==> src/rtl/dpb_pkg.sv <==
// Shared types, constants and register codes of the depth pixel back-projection block.
`timescale 1ns / 1ps

package dpb_pkg;

   // Default coordinate width of column and row.
   localparam int COORD_BITS_DEFAULT = 12;

   // Fixed field widths.
   localparam int DEPTH_BITS  = 16;
   localparam int SCALE_BITS  = 32;
   localparam int CENTER_BITS = 13;
   localparam int INV_BITS    = 24;
   localparam int Z_BITS      = 24;
   localparam int POINT_BITS  = 32;
   localparam int COLOR_BITS  = 8;

   // Configuration channel widths.
   localparam int CSR_INDEX_BITS = 3;
   localparam int CSR_DATA_BITS  = 32;

   // Rounding shifts of the fixed-point products.
   localparam int Z_SHIFT  = 16;
   localparam int XY_SHIFT = 25;

   // Register reset values.
   localparam logic [SCALE_BITS-1:0]         INV_DEPTH_SCALE_RESET = 32'd858993;
   localparam logic [CENTER_BITS-1:0]        CENTER_X_RESET        = 13'd639;
   localparam logic [CENTER_BITS-1:0]        CENTER_Y_RESET        = 13'd479;
   localparam logic signed [INV_BITS-1:0]    INV_FOCAL_X_RESET     = 24'sd34865;
   localparam logic signed [INV_BITS-1:0]    INV_FOCAL_Y_RESET     = -24'sd34953;

   // Register indexes of the configuration port.
   typedef enum logic [CSR_INDEX_BITS-1:0] {
      REG_INV_DEPTH_SCALE = 3'd0,
      REG_CENTER_X        = 3'd1,
      REG_CENTER_Y        = 3'd2,
      REG_INV_FOCAL_X     = 3'd3,
      REG_INV_FOCAL_Y     = 3'd4
   } dpb_reg_index_type;

   // Current configuration as seen by the datapath.
   typedef struct packed {
      logic [SCALE_BITS-1:0]      inv_depth_scale;
      logic [CENTER_BITS-1:0]     center_x_halves;
      logic [CENTER_BITS-1:0]     center_y_halves;
      logic signed [INV_BITS-1:0] inv_focal_x;
      logic signed [INV_BITS-1:0] inv_focal_y;
   } dpb_cfg_type;

   // Load enables of the five pipeline stages.
   typedef struct packed {
      logic s1;
      logic s2;
      logic s3;
      logic s4;
      logic s5;
   } dpb_stage_en_type;

   // Colour bytes carried alongside the arithmetic.
   typedef struct packed {
      logic [COLOR_BITS-1:0] blue;
      logic [COLOR_BITS-1:0] green;
      logic [COLOR_BITS-1:0] red;
   } dpb_color_type;

endpackage

==> src/rtl/dpb_csr_if.sv <==
// Configuration write channel: register index and write data.
`timescale 1ns / 1ps

interface dpb_csr_if;
   logic                                 valid;
   logic                                 ready;
   logic [dpb_pkg::CSR_INDEX_BITS-1:0]   index;
   logic [dpb_pkg::CSR_DATA_BITS-1:0]    data;

   modport source (output valid, index, data, input ready);
   modport sink   (input valid, index, data, output ready);
endinterface

==> src/rtl/dpb_csr_regs.sv <==
// Configuration register file of the back-projection block.
`timescale 1ns / 1ps

module dpb_csr_regs (
   input  logic                 clock,
   input  logic                 reset,
   dpb_csr_if.sink              csr_write,
   output dpb_pkg::dpb_cfg_type cfg
);

   dpb_pkg::dpb_cfg_type cfg_ff;
   dpb_pkg::dpb_cfg_type cfg_in;

   // Writes are always taken; unknown indexes leave the registers alone.
   assign csr_write.ready = 1'b1;

   // Next register contents; only the low bits of the data that fit are kept.
   always_comb begin
      cfg_in = cfg_ff;
      if (csr_write.valid) begin
         unique case (csr_write.index)
            dpb_pkg::REG_INV_DEPTH_SCALE: begin
               cfg_in.inv_depth_scale = csr_write.data[dpb_pkg::SCALE_BITS-1:0];
            end
            dpb_pkg::REG_CENTER_X: begin
               cfg_in.center_x_halves = csr_write.data[dpb_pkg::CENTER_BITS-1:0];
            end
            dpb_pkg::REG_CENTER_Y: begin
               cfg_in.center_y_halves = csr_write.data[dpb_pkg::CENTER_BITS-1:0];
            end
            dpb_pkg::REG_INV_FOCAL_X: begin
               cfg_in.inv_focal_x = $signed(csr_write.data[dpb_pkg::INV_BITS-1:0]);
            end
            dpb_pkg::REG_INV_FOCAL_Y: begin
               cfg_in.inv_focal_y = $signed(csr_write.data[dpb_pkg::INV_BITS-1:0]);
            end
            default: begin
               cfg_in = cfg_ff;
            end
         endcase
      end
   end

   always_ff @(posedge clock) begin
      if (reset) begin
         cfg_ff.inv_depth_scale <= dpb_pkg::INV_DEPTH_SCALE_RESET;
         cfg_ff.center_x_halves <= dpb_pkg::CENTER_X_RESET;
         cfg_ff.center_y_halves <= dpb_pkg::CENTER_Y_RESET;
         cfg_ff.inv_focal_x     <= dpb_pkg::INV_FOCAL_X_RESET;
         cfg_ff.inv_focal_y     <= dpb_pkg::INV_FOCAL_Y_RESET;
      end else begin
         cfg_ff <= cfg_in;
      end
   end

   assign cfg = cfg_ff;

endmodule

==> src/flat_wrapper.sv <==
// flat-port wrapper written by rule: the top's interface ports become plain ports
module dpb_csr_regs_flat 
  (clock, reset, cfg, csr_write_valid, csr_write_index, csr_write_data, csr_write_ready);
  dpb_csr_if csr_write_i ();
  input  logic clock;
  input  logic reset;
  output dpb_pkg::dpb_cfg_type cfg;
  input wire logic [$bits(csr_write_i.valid)-1:0] csr_write_valid;
  input wire logic [$bits(csr_write_i.index)-1:0] csr_write_index;
  input wire logic [$bits(csr_write_i.data)-1:0] csr_write_data;
  output wire logic [$bits(csr_write_i.ready)-1:0] csr_write_ready;
  assign csr_write_i.valid = csr_write_valid;
  assign csr_write_i.index = csr_write_index;
  assign csr_write_i.data = csr_write_data;
  assign csr_write_ready = csr_write_i.ready;
  dpb_csr_regs u_core (.clock(clock), .reset(reset), .csr_write(csr_write_i), .cfg(cfg));
endmodule
==> config.mk <==
export PLATFORM = sky130hd
export DESIGN_NAME = dpb_csr_regs_flat
export DESIGN_NICKNAME = d
export VERILOG_FILES = /design/src/rtl/dpb_pkg.sv /design/src/rtl/dpb_csr_if.sv /design/src/rtl/dpb_csr_regs.sv /design/src/flat_wrapper.sv
export SDC_FILE = /design/constraint.sdc
export NUM_CORES = 1
export LEC_CHECK = 0
export BUFFER_PORTS_ARGS = -buffer_cell sky130_fd_sc_hd__buf_2
export CORE_MARGIN = 1.5
export CORE_UTILIZATION = 50
export CTS_CLUSTER_DIAMETER = 40
export DETAILED_ROUTE_END_ITERATION = 6
export GPL_TIMING_DRIVEN = 0
export HOLD_SLACK_MARGIN = 0.03
export PLACE_DENSITY = 0.85
export SLEW_MARGIN = 25
export SYNTH_ARGS = -nofsm -noshare
export SYNTH_HDL_FRONTEND = slang
export SYNTH_SLANG_ARGS = --single-unit
==> constraint.sdc <==
create_clock -name clock -period 1.39 [get_ports clock]
set_input_delay 0 -clock clock [delete_from_list [all_inputs] [get_ports clock]]
set_output_delay 0 -clock clock [all_outputs]
set_load 0.01 [all_outputs]
==> impl_metrics.json <==
{
  "postCtsHoldBufs": 32,
  "design.core.area_sq_um": 8217,
  "status": "finished clean",
  "slowest_delay_ns": 0.37,
  "antenna_found_initial": 0,
  "nNetsFinal": 635,
  "initial_core_util": 0.5185,
  "startpoint_type": "flip-flop",
  "synth_area_sq_um": 4260,
  "drt_iter0_markers": 106,
  "critical_path_class": "flip-flop to output pin",
  "cp_slowest_cell": "dfxtp_1",
  "critical_path_required_ns": 1.39,
  "netlist_instances": 414,
  "tightest_slew_ns": 0.6053,
  "finalSetupViolCount": 0,
  "clockRootBuffer": "clkbuf_8",
  "placed_cells": 659,
  "synth.distinct_cells": 16,
  "critical_path_buf_inv_count": 1,
  "timing.rr.start": "u_core.cfg[78]",
  "peakVddDrop_v": 0.0006079,
  "final_cells": 706,
  "seq_area_frac_synth": 0.4981,
  "rows": 33,
  "maxCapViolations": 0,
  "grt_max_degree": 19,
  "numClockSinks": 106,
  "finalClockSkew_ns": 0,
  "r2r.worst_path.cells": 2,
  "vias": 3552,
  "largest_reg_flops": 106,
  "post_cts_resized": 0,
  "cp_max_fo": 2,
  "htree_levels": 3,
  "die_h_microns": 95.31,
  "relSlewSlack": 0.5965,
  "drtAntennaViolNets": 0,
  "syn_area_per_cell_sq_um": 10.29,
  "pin_count": 145,
  "ys.warnings.count": 0,
  "io_buffers": 140,
  "drive_above_1_share": 0.2928,
  "r2r_slack_ns": 0.73,
  "hold_viol": 0,
  "hpwl_microns": 8219,
  "grt_pass1_wl_microns": 17860,
  "clkTransAtPathRegs_ns": 0.10,
  "cts_buffers": 9,
  "drt_pass1_iterations": 4,
  "synth_top_area_cell": "dfxtp_1",
  "fill_cells": 649,
  "path_depth": 1,
  "slew_viol_final": 0,
  "wirelength_microns": 11480,
  "cts_tree": "built",
  "synth.top_cells.by_area": "dfxtp_1 50%, mux2i_1 25%, nand2b_1 12%",
  "grtUsageTotal": 0.2632,
  "rsz0062_at_grt": "false",
  "drc": 0,
  "crit_end": "cfg[91]",
  "netlist.area_leader.share": 0.4981,
  "die_x_microns": 95.31,
  "reg2reg_to": "u_core.cfg[78]",
  "path_cells": "buf_2",
  "fin_setup_tns_ns": 0,
  "period_share": 0.6382,
  "fmaxAchievable_mhz": 1127,
  "grt.overflow.total": 0,
  "n_antenna_cell": 0,
  "clk_path_buf_depth": 2,
  "die_area_sq_um": 9083,
  "drt-wirelength-per-cell_microns": 16.26,
  "syn_to_final_growth_pct": 31.75,
  "cp.arrival_ns": 0.89,
  "syn_nets": 452,
  "clock_latency_ns": 0.37,
  "via_per_inst": 5.031,
  "critical_path.startpoint": "u_core.cfg[91]",
  "postCtsSetupRepairBufs": 0,
  "fin_crit_ns": 0.8872,
  "power_density_nw_per_um2": 1012,
  "p_leak_nw": 2.625,
  "crit_family": "flip-flops",
  "grt_pass1_vias": 3577,
  "end_kind": "output pin",
  "synth_seq_cells": 106,
  "hold_path.class": "primary input to flip-flop",
  "place.gp.congestion": 0.7766
}
kinds of logic after synthesis:
logic type             count (synthesis)  share of synthesized area
buffers and inverters                 32                    0.03759
flip-flops                           106                     0.4981
multiplexers                         106                     0.2490
other                                  1                  0.0008802
AND/OR/NAND/NOR                      169                     0.2144
area by class of cell:
| class | instances | area, sq um | share of cell area |
|---|---|---|---|
| tap | 105 | 131.4 | 0.02341 |
| multi-input combinational | 276 | 1978 | 0.3524 |
| sequential | 106 | 2122 | 0.3781 |
| buffer | 32 | 160.2 | 0.02853 |
| clock buffer | 9 | 123.9 | 0.02207 |
| clock inverter | 6 | 76.32 | 0.01360 |
| timing repair buffer | 172 | 1021 | 0.1819 |
cell usage in the layout, fill, tap and decap left out:
master / n
and4b_1: 1
and4bb_1: 1
and4bb_2: 1
buf_2: 154
buf_4: 4
buf_6: 1
bufinv_16: 1
clkbuf_1: 13
clkbuf_8: 9
clkinv_4: 4
conb_1: 1
dfxtp_1: 106
dlygate4sd3_1: 32
inv_8: 1
mux2i_1: 106
nand2b_1: 84
nand4b_1: 1
nand4bb_1: 3
nor2_1: 76
nor4b_2: 1
or4b_1: 1
per-layer routing:
layer	track usage	part of all wire	vias up
li1	-	-	1719
met4	0.06592	0.013	0
met1	0.3115	0.43	1702
met3	0.08772	0.077	14
met5	0	0	-
met2	0.4557	0.48	117
Yosys cell counts (all sizes together):
library cell	instances
and4b	1
and4bb	2
buf	19
clkbuf	13
conb	1
dfxtp	106
mux2i	106
nand2b	84
nand4b	1
nand4bb	3
nor2	76
nor4b	1
or4b	1
per-stage QoR:
step / power, mW / util / instance area [sq um] / hold WS [ns] / worst slack, ns
floorplan: 3.509 / - / 4260 / 0.1553 / 0.3463
global placement: 3.717 / 0.6198 / 5092 / 0.2653 / 0.2043
detailed placement: 3.732 / 0.6198 / 5092 / 0.2768 / 0.1396
CTS: 5.698 / 0.6831 / 5613 / 0.07231 / 0.5039
global route: 5.881 / 0.6831 / 5613 / 0.09923 / 0.4575
finish: 5.682 / 0.6831 / 5613 / 0.08119 / 0.5028
power by group:
part           internal, mW  switching (mW)
Clock                 0.849            1.10
Combinational         0.286           0.309
Sequential             3.10          0.0356
Total                  4.24            1.44
worst min path at each step:
stage,cells past startpoint,to,start,slack [ns]
2_1_floorplan,2,u_core.cfg[100],csr_write_data[26],0.16
4_1_cts,3,u_core.cfg[3],reset,0.07
5_1_grt,3,u_core.cfg[3],reset,0.1
3_5_place_dp,3,u_core.cfg[101],csr_write_data[27],0.28
3_3_place_gp,3,u_core.cfg[101],csr_write_data[27],0.27
6_report,3,u_core.cfg[3],reset,0.08
(Power assumes the default switching activity.)
