--- config.mk ---
export PLATFORM = sky130hd
export DESIGN_NAME = dpb_axis_lane
export DESIGN_NICKNAME = d
export VERILOG_FILES = /design/src/rtl/dpb_pkg.sv /design/src/rtl/dpb_axis_lane.sv
export SDC_FILE = /design/constraint.sdc
export NUM_CORES = 2
export LEC_CHECK = 0
export BUFFER_PORTS_ARGS = -buffer_cell sky130_fd_sc_hd__buf_2
export CORE_UTILIZATION = 33
export CTS_BUF_LIST = sky130_fd_sc_hd__clkbuf_8
export DETAILED_ROUTE_END_ITERATION = 16
export HOLD_SLACK_MARGIN = 0.02
export PLACE_DENSITY = 0.43
export SETUP_SLACK_MARGIN = 0.1
export SYNTH_ARGS = -nofsm -noshare
export SYNTH_HDL_FRONTEND = slang
export SYNTH_SLANG_ARGS = --single-unit
--- constraint.sdc ---
create_clock -name clock -period 19 [get_ports clock]
set_input_delay 3.8 -clock clock [delete_from_list [all_inputs] [get_ports clock]]
set_output_delay 3.8 -clock clock [all_outputs]
set_load 0.01 [all_outputs]
--- src/rtl/dpb_pkg.sv ---
// Shared types, constants and register codes of the depth pixel back-projection block.
`timescale 1ns / 1ps

package dpb_pkg;

   // Default coordinate width of column and row.
   localparam int COORD_BITS_DEFAULT = 12;

   // Fixed field widths.
   localparam int DEPTH_BITS  = 16;
   localparam int SCALE_BITS  = 32;
   localparam int CENTER_BITS = 13;
   localparam int INV_BITS    = 24;
   localparam int Z_BITS      = 24;
   localparam int POINT_BITS  = 32;
   localparam int COLOR_BITS  = 8;

   // Configuration channel widths.
   localparam int CSR_INDEX_BITS = 3;
   localparam int CSR_DATA_BITS  = 32;

   // Rounding shifts of the fixed-point products.
   localparam int Z_SHIFT  = 16;
   localparam int XY_SHIFT = 25;

   // Register reset values.
   localparam logic [SCALE_BITS-1:0]         INV_DEPTH_SCALE_RESET = 32'd858993;
   localparam logic [CENTER_BITS-1:0]        CENTER_X_RESET        = 13'd639;
   localparam logic [CENTER_BITS-1:0]        CENTER_Y_RESET        = 13'd479;
   localparam logic signed [INV_BITS-1:0]    INV_FOCAL_X_RESET     = 24'sd34865;
   localparam logic signed [INV_BITS-1:0]    INV_FOCAL_Y_RESET     = -24'sd34953;

   // Register indexes of the configuration port.
   typedef enum logic [CSR_INDEX_BITS-1:0] {
      REG_INV_DEPTH_SCALE = 3'd0,
      REG_CENTER_X        = 3'd1,
      REG_CENTER_Y        = 3'd2,
      REG_INV_FOCAL_X     = 3'd3,
      REG_INV_FOCAL_Y     = 3'd4
   } dpb_reg_index_type;

   // Current configuration as seen by the datapath.
   typedef struct packed {
      logic [SCALE_BITS-1:0]      inv_depth_scale;
      logic [CENTER_BITS-1:0]     center_x_halves;
      logic [CENTER_BITS-1:0]     center_y_halves;
      logic signed [INV_BITS-1:0] inv_focal_x;
      logic signed [INV_BITS-1:0] inv_focal_y;
   } dpb_cfg_type;

   // Load enables of the five pipeline stages.
   typedef struct packed {
      logic s1;
      logic s2;
      logic s3;
      logic s4;
      logic s5;
   } dpb_stage_en_type;

   // Colour bytes carried alongside the arithmetic.
   typedef struct packed {
      logic [COLOR_BITS-1:0] blue;
      logic [COLOR_BITS-1:0] green;
      logic [COLOR_BITS-1:0] red;
   } dpb_color_type;

endpackage

--- src/rtl/dpb_axis_lane.sv ---
// One lateral axis: offset from the center, scaled by depth and inverse focal length.
`timescale 1ns / 1ps

module dpb_axis_lane #(
   parameter int COORD_BITS = dpb_pkg::COORD_BITS_DEFAULT
) (
   input  logic                                  clock,
   input  dpb_pkg::dpb_stage_en_type             en,
   input  logic [COORD_BITS-1:0]                 coord,
   input  logic [dpb_pkg::CENTER_BITS-1:0]       center,
   input  logic signed [dpb_pkg::INV_BITS-1:0]   inv,
   input  logic [dpb_pkg::Z_BITS-1:0]            z,
   output logic signed [dpb_pkg::POINT_BITS-1:0] point
);

   // Offset magnitude, product and partial-product widths.
   localparam int MAG_W = (COORD_BITS + 1 > dpb_pkg::CENTER_BITS) ?
                          COORD_BITS + 1 : dpb_pkg::CENTER_BITS;
   localparam int DX_W  = MAG_W + 1;
   localparam int AB_W  = MAG_W + dpb_pkg::INV_BITS;
   localparam int LO_W  = AB_W / 2;
   localparam int HI_W  = AB_W - LO_W;
   localparam int SUM_W = AB_W + dpb_pkg::Z_BITS + 1;
   localparam int SH_W  = SUM_W - dpb_pkg::XY_SHIFT;
   localparam logic [SUM_W-1:0] ROUND_HALF = SUM_W'(1) << (dpb_pkg::XY_SHIFT - 1);
   localparam logic [SH_W-1:0]  POS_LIMIT  = SH_W'(33'h0_7FFF_FFFF);
   localparam logic [SH_W-1:0]  NEG_LIMIT  = SH_W'(33'h0_8000_0000);

   logic signed [DX_W-1:0]              dx_ff, dx_in;
   logic [MAG_W-1:0]                    abs_dx;
   logic [dpb_pkg::INV_BITS-1:0]        abs_inv;
   logic [AB_W-1:0]                     ab_ff, ab_in;
   logic                                neg2_ff, neg2_in;
   logic [LO_W+dpb_pkg::Z_BITS-1:0]     lo_ff, lo_in;
   logic [HI_W+dpb_pkg::Z_BITS-1:0]     hi_ff, hi_in;
   logic                                neg3_ff;
   logic [SUM_W-1:0]                    sum_ff, sum_in;
   logic                                neg4_ff;
   logic [SH_W-1:0]                     shifted;
   logic [SH_W-1:0]                     limit;
   logic [dpb_pkg::POINT_BITS-1:0]      mag32;
   logic signed [dpb_pkg::POINT_BITS-1:0] point_ff, point_in;

   // Stage 1: signed offset from the principal point, in half pixels.
   always_comb begin
      dx_in = DX_W'({coord, 1'b0}) - DX_W'(center);
   end

   // Stage 2: magnitudes, sign of the result and offset times inverse focal length.
   always_comb begin
      abs_dx  = dx_ff[DX_W-1] ? MAG_W'(-dx_ff) : MAG_W'(dx_ff);
      abs_inv = inv[dpb_pkg::INV_BITS-1] ? dpb_pkg::INV_BITS'(-inv) :
                                           dpb_pkg::INV_BITS'(inv);
      ab_in   = AB_W'(abs_dx) * AB_W'(abs_inv);
      neg2_in = dx_ff[DX_W-1] ^ inv[dpb_pkg::INV_BITS-1];
   end

   // Stage 3: two partial products of the wide magnitude with z.
   always_comb begin
      lo_in = (LO_W+dpb_pkg::Z_BITS)'(ab_ff[LO_W-1:0]) * (LO_W+dpb_pkg::Z_BITS)'(z);
      hi_in = (HI_W+dpb_pkg::Z_BITS)'(ab_ff[AB_W-1:LO_W]) * (HI_W+dpb_pkg::Z_BITS)'(z);
   end

   // Stage 4: recombine the partial products and add the rounding half.
   always_comb begin
      sum_in = SUM_W'(lo_ff) + (SUM_W'(hi_ff) << LO_W) + ROUND_HALF;
   end

   // Stage 5: drop the fraction, saturate and apply the sign.
   always_comb begin
      shifted  = sum_ff[SUM_W-1:dpb_pkg::XY_SHIFT];
      limit    = neg4_ff ? NEG_LIMIT : POS_LIMIT;
      mag32    = (shifted > limit) ? limit[dpb_pkg::POINT_BITS-1:0] :
                                     shifted[dpb_pkg::POINT_BITS-1:0];
      point_in = neg4_ff ? $signed(-mag32) : $signed(mag32);
   end

   always_ff @(posedge clock) begin
      if (en.s1) begin
         dx_ff <= dx_in;
      end
      if (en.s2) begin
         ab_ff   <= ab_in;
         neg2_ff <= neg2_in;
      end
      if (en.s3) begin
         lo_ff   <= lo_in;
         hi_ff   <= hi_in;
         neg3_ff <= neg2_ff;
      end
      if (en.s4) begin
         sum_ff  <= sum_in;
         neg4_ff <= neg3_ff;
      end
      if (en.s5) begin
         point_ff <= point_in;
      end
   end

   assign point = point_ff;

endmodule

==> out/qor.csv <==
stage;metric;value;unit
logic_synthesis;Post-synth EDFFs;190;
setup_path;largest fanout on the critical path;13;
logic_synthesis;Post-Synth Adder-Cell Area;0.517;
sta;Relative slew margins;0.204;
logic_synthesis;Post-Syn Area;47500;sq um
logic_synthesis;Synth Instances;5251;
sta;FMAX;82.8;MHz
cells_and_area;area of the multi-input gates;36400;sq um
place;placed cell area;50300;sq um
sta;RSZ-0062 raised after global routing;no;
logic_synthesis;Simple-Gate Fraction of Synth Area;0.152;
global_routing;All-Layer GR Usage;0.185;
detailed_routing;routed vias/inst;4.75;
cts;worst skew pair latency;620;ps
cts;CTS Hold Bufs;0;
cells_and_area;Fillers;14800;
logic_synthesis;Distinct cells, synth;82;
cts;CTS tree;yes;
cells_and_area;final instance area;50700;sq um
logic_synthesis;asr flop ratio synth;0;
logic_synthesis;post-synthesis mux area share;0.00266;
setup_path;CP Class;in2reg;
logic_synthesis;post-synthesis sequential area ratio;0.120;
logic_synthesis;flops & latches, synth;190;
place;hpwl dp;102000;um
global_routing;GR Overflow Total;0;
cts;Clock Tree Buf Depth;2;
logic_synthesis;post-synthesis compound-gate area fraction;0.0602;
cells_and_area;Sequential Area;5710;sq um
logic_synthesis;Synth Area in XOR/XNOR;0.0336;
detailed_routing;TritonRoute pass-1 iters;7;
logic_synthesis;Mean Syn Cell Area;9.04;sq um
sta;final period utilization;0.635;
detailed_routing;via count;33900;
cts;CTS Root Buffer Type;clkbuf_8;
global_routing;first-pass GRT wire length;208000;um
floorplan;count of boundary I/O pins;111;
global_routing;largest net degree at the start of global routing;69;
cells_and_area;P&R area growth vs syn;6.83;%
floorplan;FP Rows;138;
cts;CTS clk-pin slew, worst paths;130;ps
detailed_routing;DR DRC count;0;
setup_path;CP Capture Type;flop;
cts;H-tree Lvls;4;
floorplan;die width;381;um
setup_path;startpoint types;primary input;
global_routing;vias in the first global route;35800;
place;IO Port Bufs;110;
sta;Final Worst Setup Slack;6930;ps
cts;Post-CTS Setup Bufs;0;
cells_and_area;fin nets;6705;
sta;setup tns final;0;ps
detailed_routing;first-iteration detailed-routing DRC count;1579;
sta;Worst-Margin Slew;1180;ps
global_routing;initial antenna violation count;13;
floorplan;die area;145000;sq um
logic_synthesis;Post-synth top flop;edfxtp_1;
cts;Num CTS Buffers;17;
cts;Post-CTS Resized;0;
sta;final hold slack;500;ps
sta;final setup vio count;0;
setup_path;CP arrival;12450;ps
sta;Max Slew Vio Count;0;
place;RD Place Congestion;0.827;
place;DP Worst Slack;6300;ps
logic_synthesis;Yosys warnings;0;
detailed_routing;ANT nets after route;0;
logic_synthesis;largest family of logic cells by synthesized area;adder cells;
floorplan;die height;381;um
floorplan;core area;142000;sq um
run;max cap viols;0;
setup_path;Worst Path Required;19380;ps
floorplan;initial core utilization;0.334;
sta;clock period minus worst slack;12070;ps
cells_and_area;share of layout cells above drive strength 1;0.0496;
cts;CTS sink cnt;190;
detailed_routing;total routed wirelength;130000;um
logic_synthesis;Syn Nets;6712;
detailed_routing;Avg WL per Cell;18.2;um
status;status;complete, no violations;
sta;Final Hold Viols;0;
min_path;path category of the worst min-delay check;reg2reg;
sta;Final Skew;30.7;ps
==> routing by layer <==
layer	part of all wire	vias up	track usage
li1	-	15800	-
met1	0.47	17500	0.256
met2	0.48	547	0.312
met3	0.032	110	0.0193
met4	0.014	14	0.0344
met5	0.00071	-	0
==> cell usage in the layout, fill, tap and decap left out, types with 13 or more instances in the layout <==
master / count
edfxtp_1: 190
a21o_1: 43
nand4_1: 13
buf_4: 83
nor3_1: 45
fa_1: 966
nand2b_1: 16
o21bai_1: 17
o21ai_0: 82
o21a_1: 18
xnor2_1: 108
inv_1: 1230
nor2b_1: 17
ha_1: 416
and3_1: 14
buf_2: 109
clkbuf_8: 17
nand3_1: 36
nand2_1: 893
a211oi_1: 20
nor2_1: 215
and2_1: 309
a21oi_1: 135
xor2_1: 65
==> synthesized netlist by cell type (all sizes together) (6+ instances only) <==
library cell / instances / area share
xor2: 67 / 0.012
or3: 10 / 0.0013
nor2: 215 / 0.017
xnor2: 115 / 0.021
inv: 1229 / 0.097
nand4: 13 / 0.0017
buf: 7 / 0.00063
clkbuf: 211 / 0.017
nor4: 8 / 0.0012
fa: 966 / 0.41
and3: 14 / 0.0018
edfxtp: 190 / 0.12
o21bai: 18 / 0.0029
or4: 6 / 0.00095
nand2: 893 / 0.071
a21oi: 135 / 0.014
nand3: 36 / 0.0038
ha: 416 / 0.11
o31ai: 13 / 0.0022
o21ai: 89 / 0.0095
or2: 7 / 0.00092
nor2b: 17 / 0.0022
o21a: 18 / 0.0028
o211ai: 11 / 0.0017
a221oi: 6 / 0.0011
a31oi: 11 / 0.0018
and2: 309 / 0.041
a21o: 44 / 0.0070
a211oi: 21 / 0.0034
nor3: 45 / 0.0047
nand2b: 16 / 0.0021
mux2i: 10 / 0.0022
==> worst paths after layout <==
path	startpoint	to	slack, ps	cells past startpoint
worst min-delay path	neg2_ff	neg3_ff	500	0
worst min register to register	neg2_ff	neg3_ff	500	0
worst max register to register	dx_ff[0]	ab_ff[36]	9790	24
worst max-delay path	inv[2]	ab_ff[36]	6930	27
==> through the flow <==
step | utilization | cells
3_3_place_gp | 0.354 | 7115
6_report | 0.357 | 7148
4_1_cts | 0.357 | 7147
3_5_place_dp | 0.354 | 7115
2_1_floorplan | - | 5251
5_1_grt | 0.357 | 7148
==> flip-flops by register name, indices dropped and copies added (netlist names) <==
register,cells
ab_ff,37
dx_ff,14
hi_ff,43
lo_ff,24
neg2_ff,1
neg3_ff,1
neg4_ff,1
point,32
sum_ff,37
==> final cells by class <==
type | instances | area share
inverters | 1229 | 0.0909
well taps | 1890 | 0.0466
clock buffers | 17 | 0.00461
diodes | 1 | 0.0000493
repair buffers | 192 | 0.0230
clock inverters | 15 | 0.00427
flip-flops and latches | 190 | 0.112
multi-input cells | 3614 | 0.718
==> kinds of logic after synthesis <==
| logic type | Yosys count |
|---|---|
| simple gates | 1605 |
| buf+inv | 1447 |
| fa+ha+maj | 1382 |
| compound gates | 433 |
| flops | 190 |
| xor+xnor | 182 |
| mux | 12 |
==> worst max-delay path, stage by stage <==
cell and delay, ps:
buf_2 130, nor3_1 390, nand3_1 210, or4_1 560, nand2b_1 260, o31a_1 280
xor2_1 860, and2_1 260, fa_1 430, inv_1 90, fa_1 400, inv_1 90
fa_1 430, fa_1 490, inv_1 50, fa_1 540, inv_1 50, ha_1 370
and3_1 230, nor4b_1 370, o2111ai_1 310, a2111oi_0 1070, o31ai_1 270, a21oi_1 190
o21ai_0 110, a21oi_1 150, a31oi_1 50
Power is left out: the tool's default activity adds up to more than one toggle a clock period on the data nets, which glitch-free logic cannot reach.
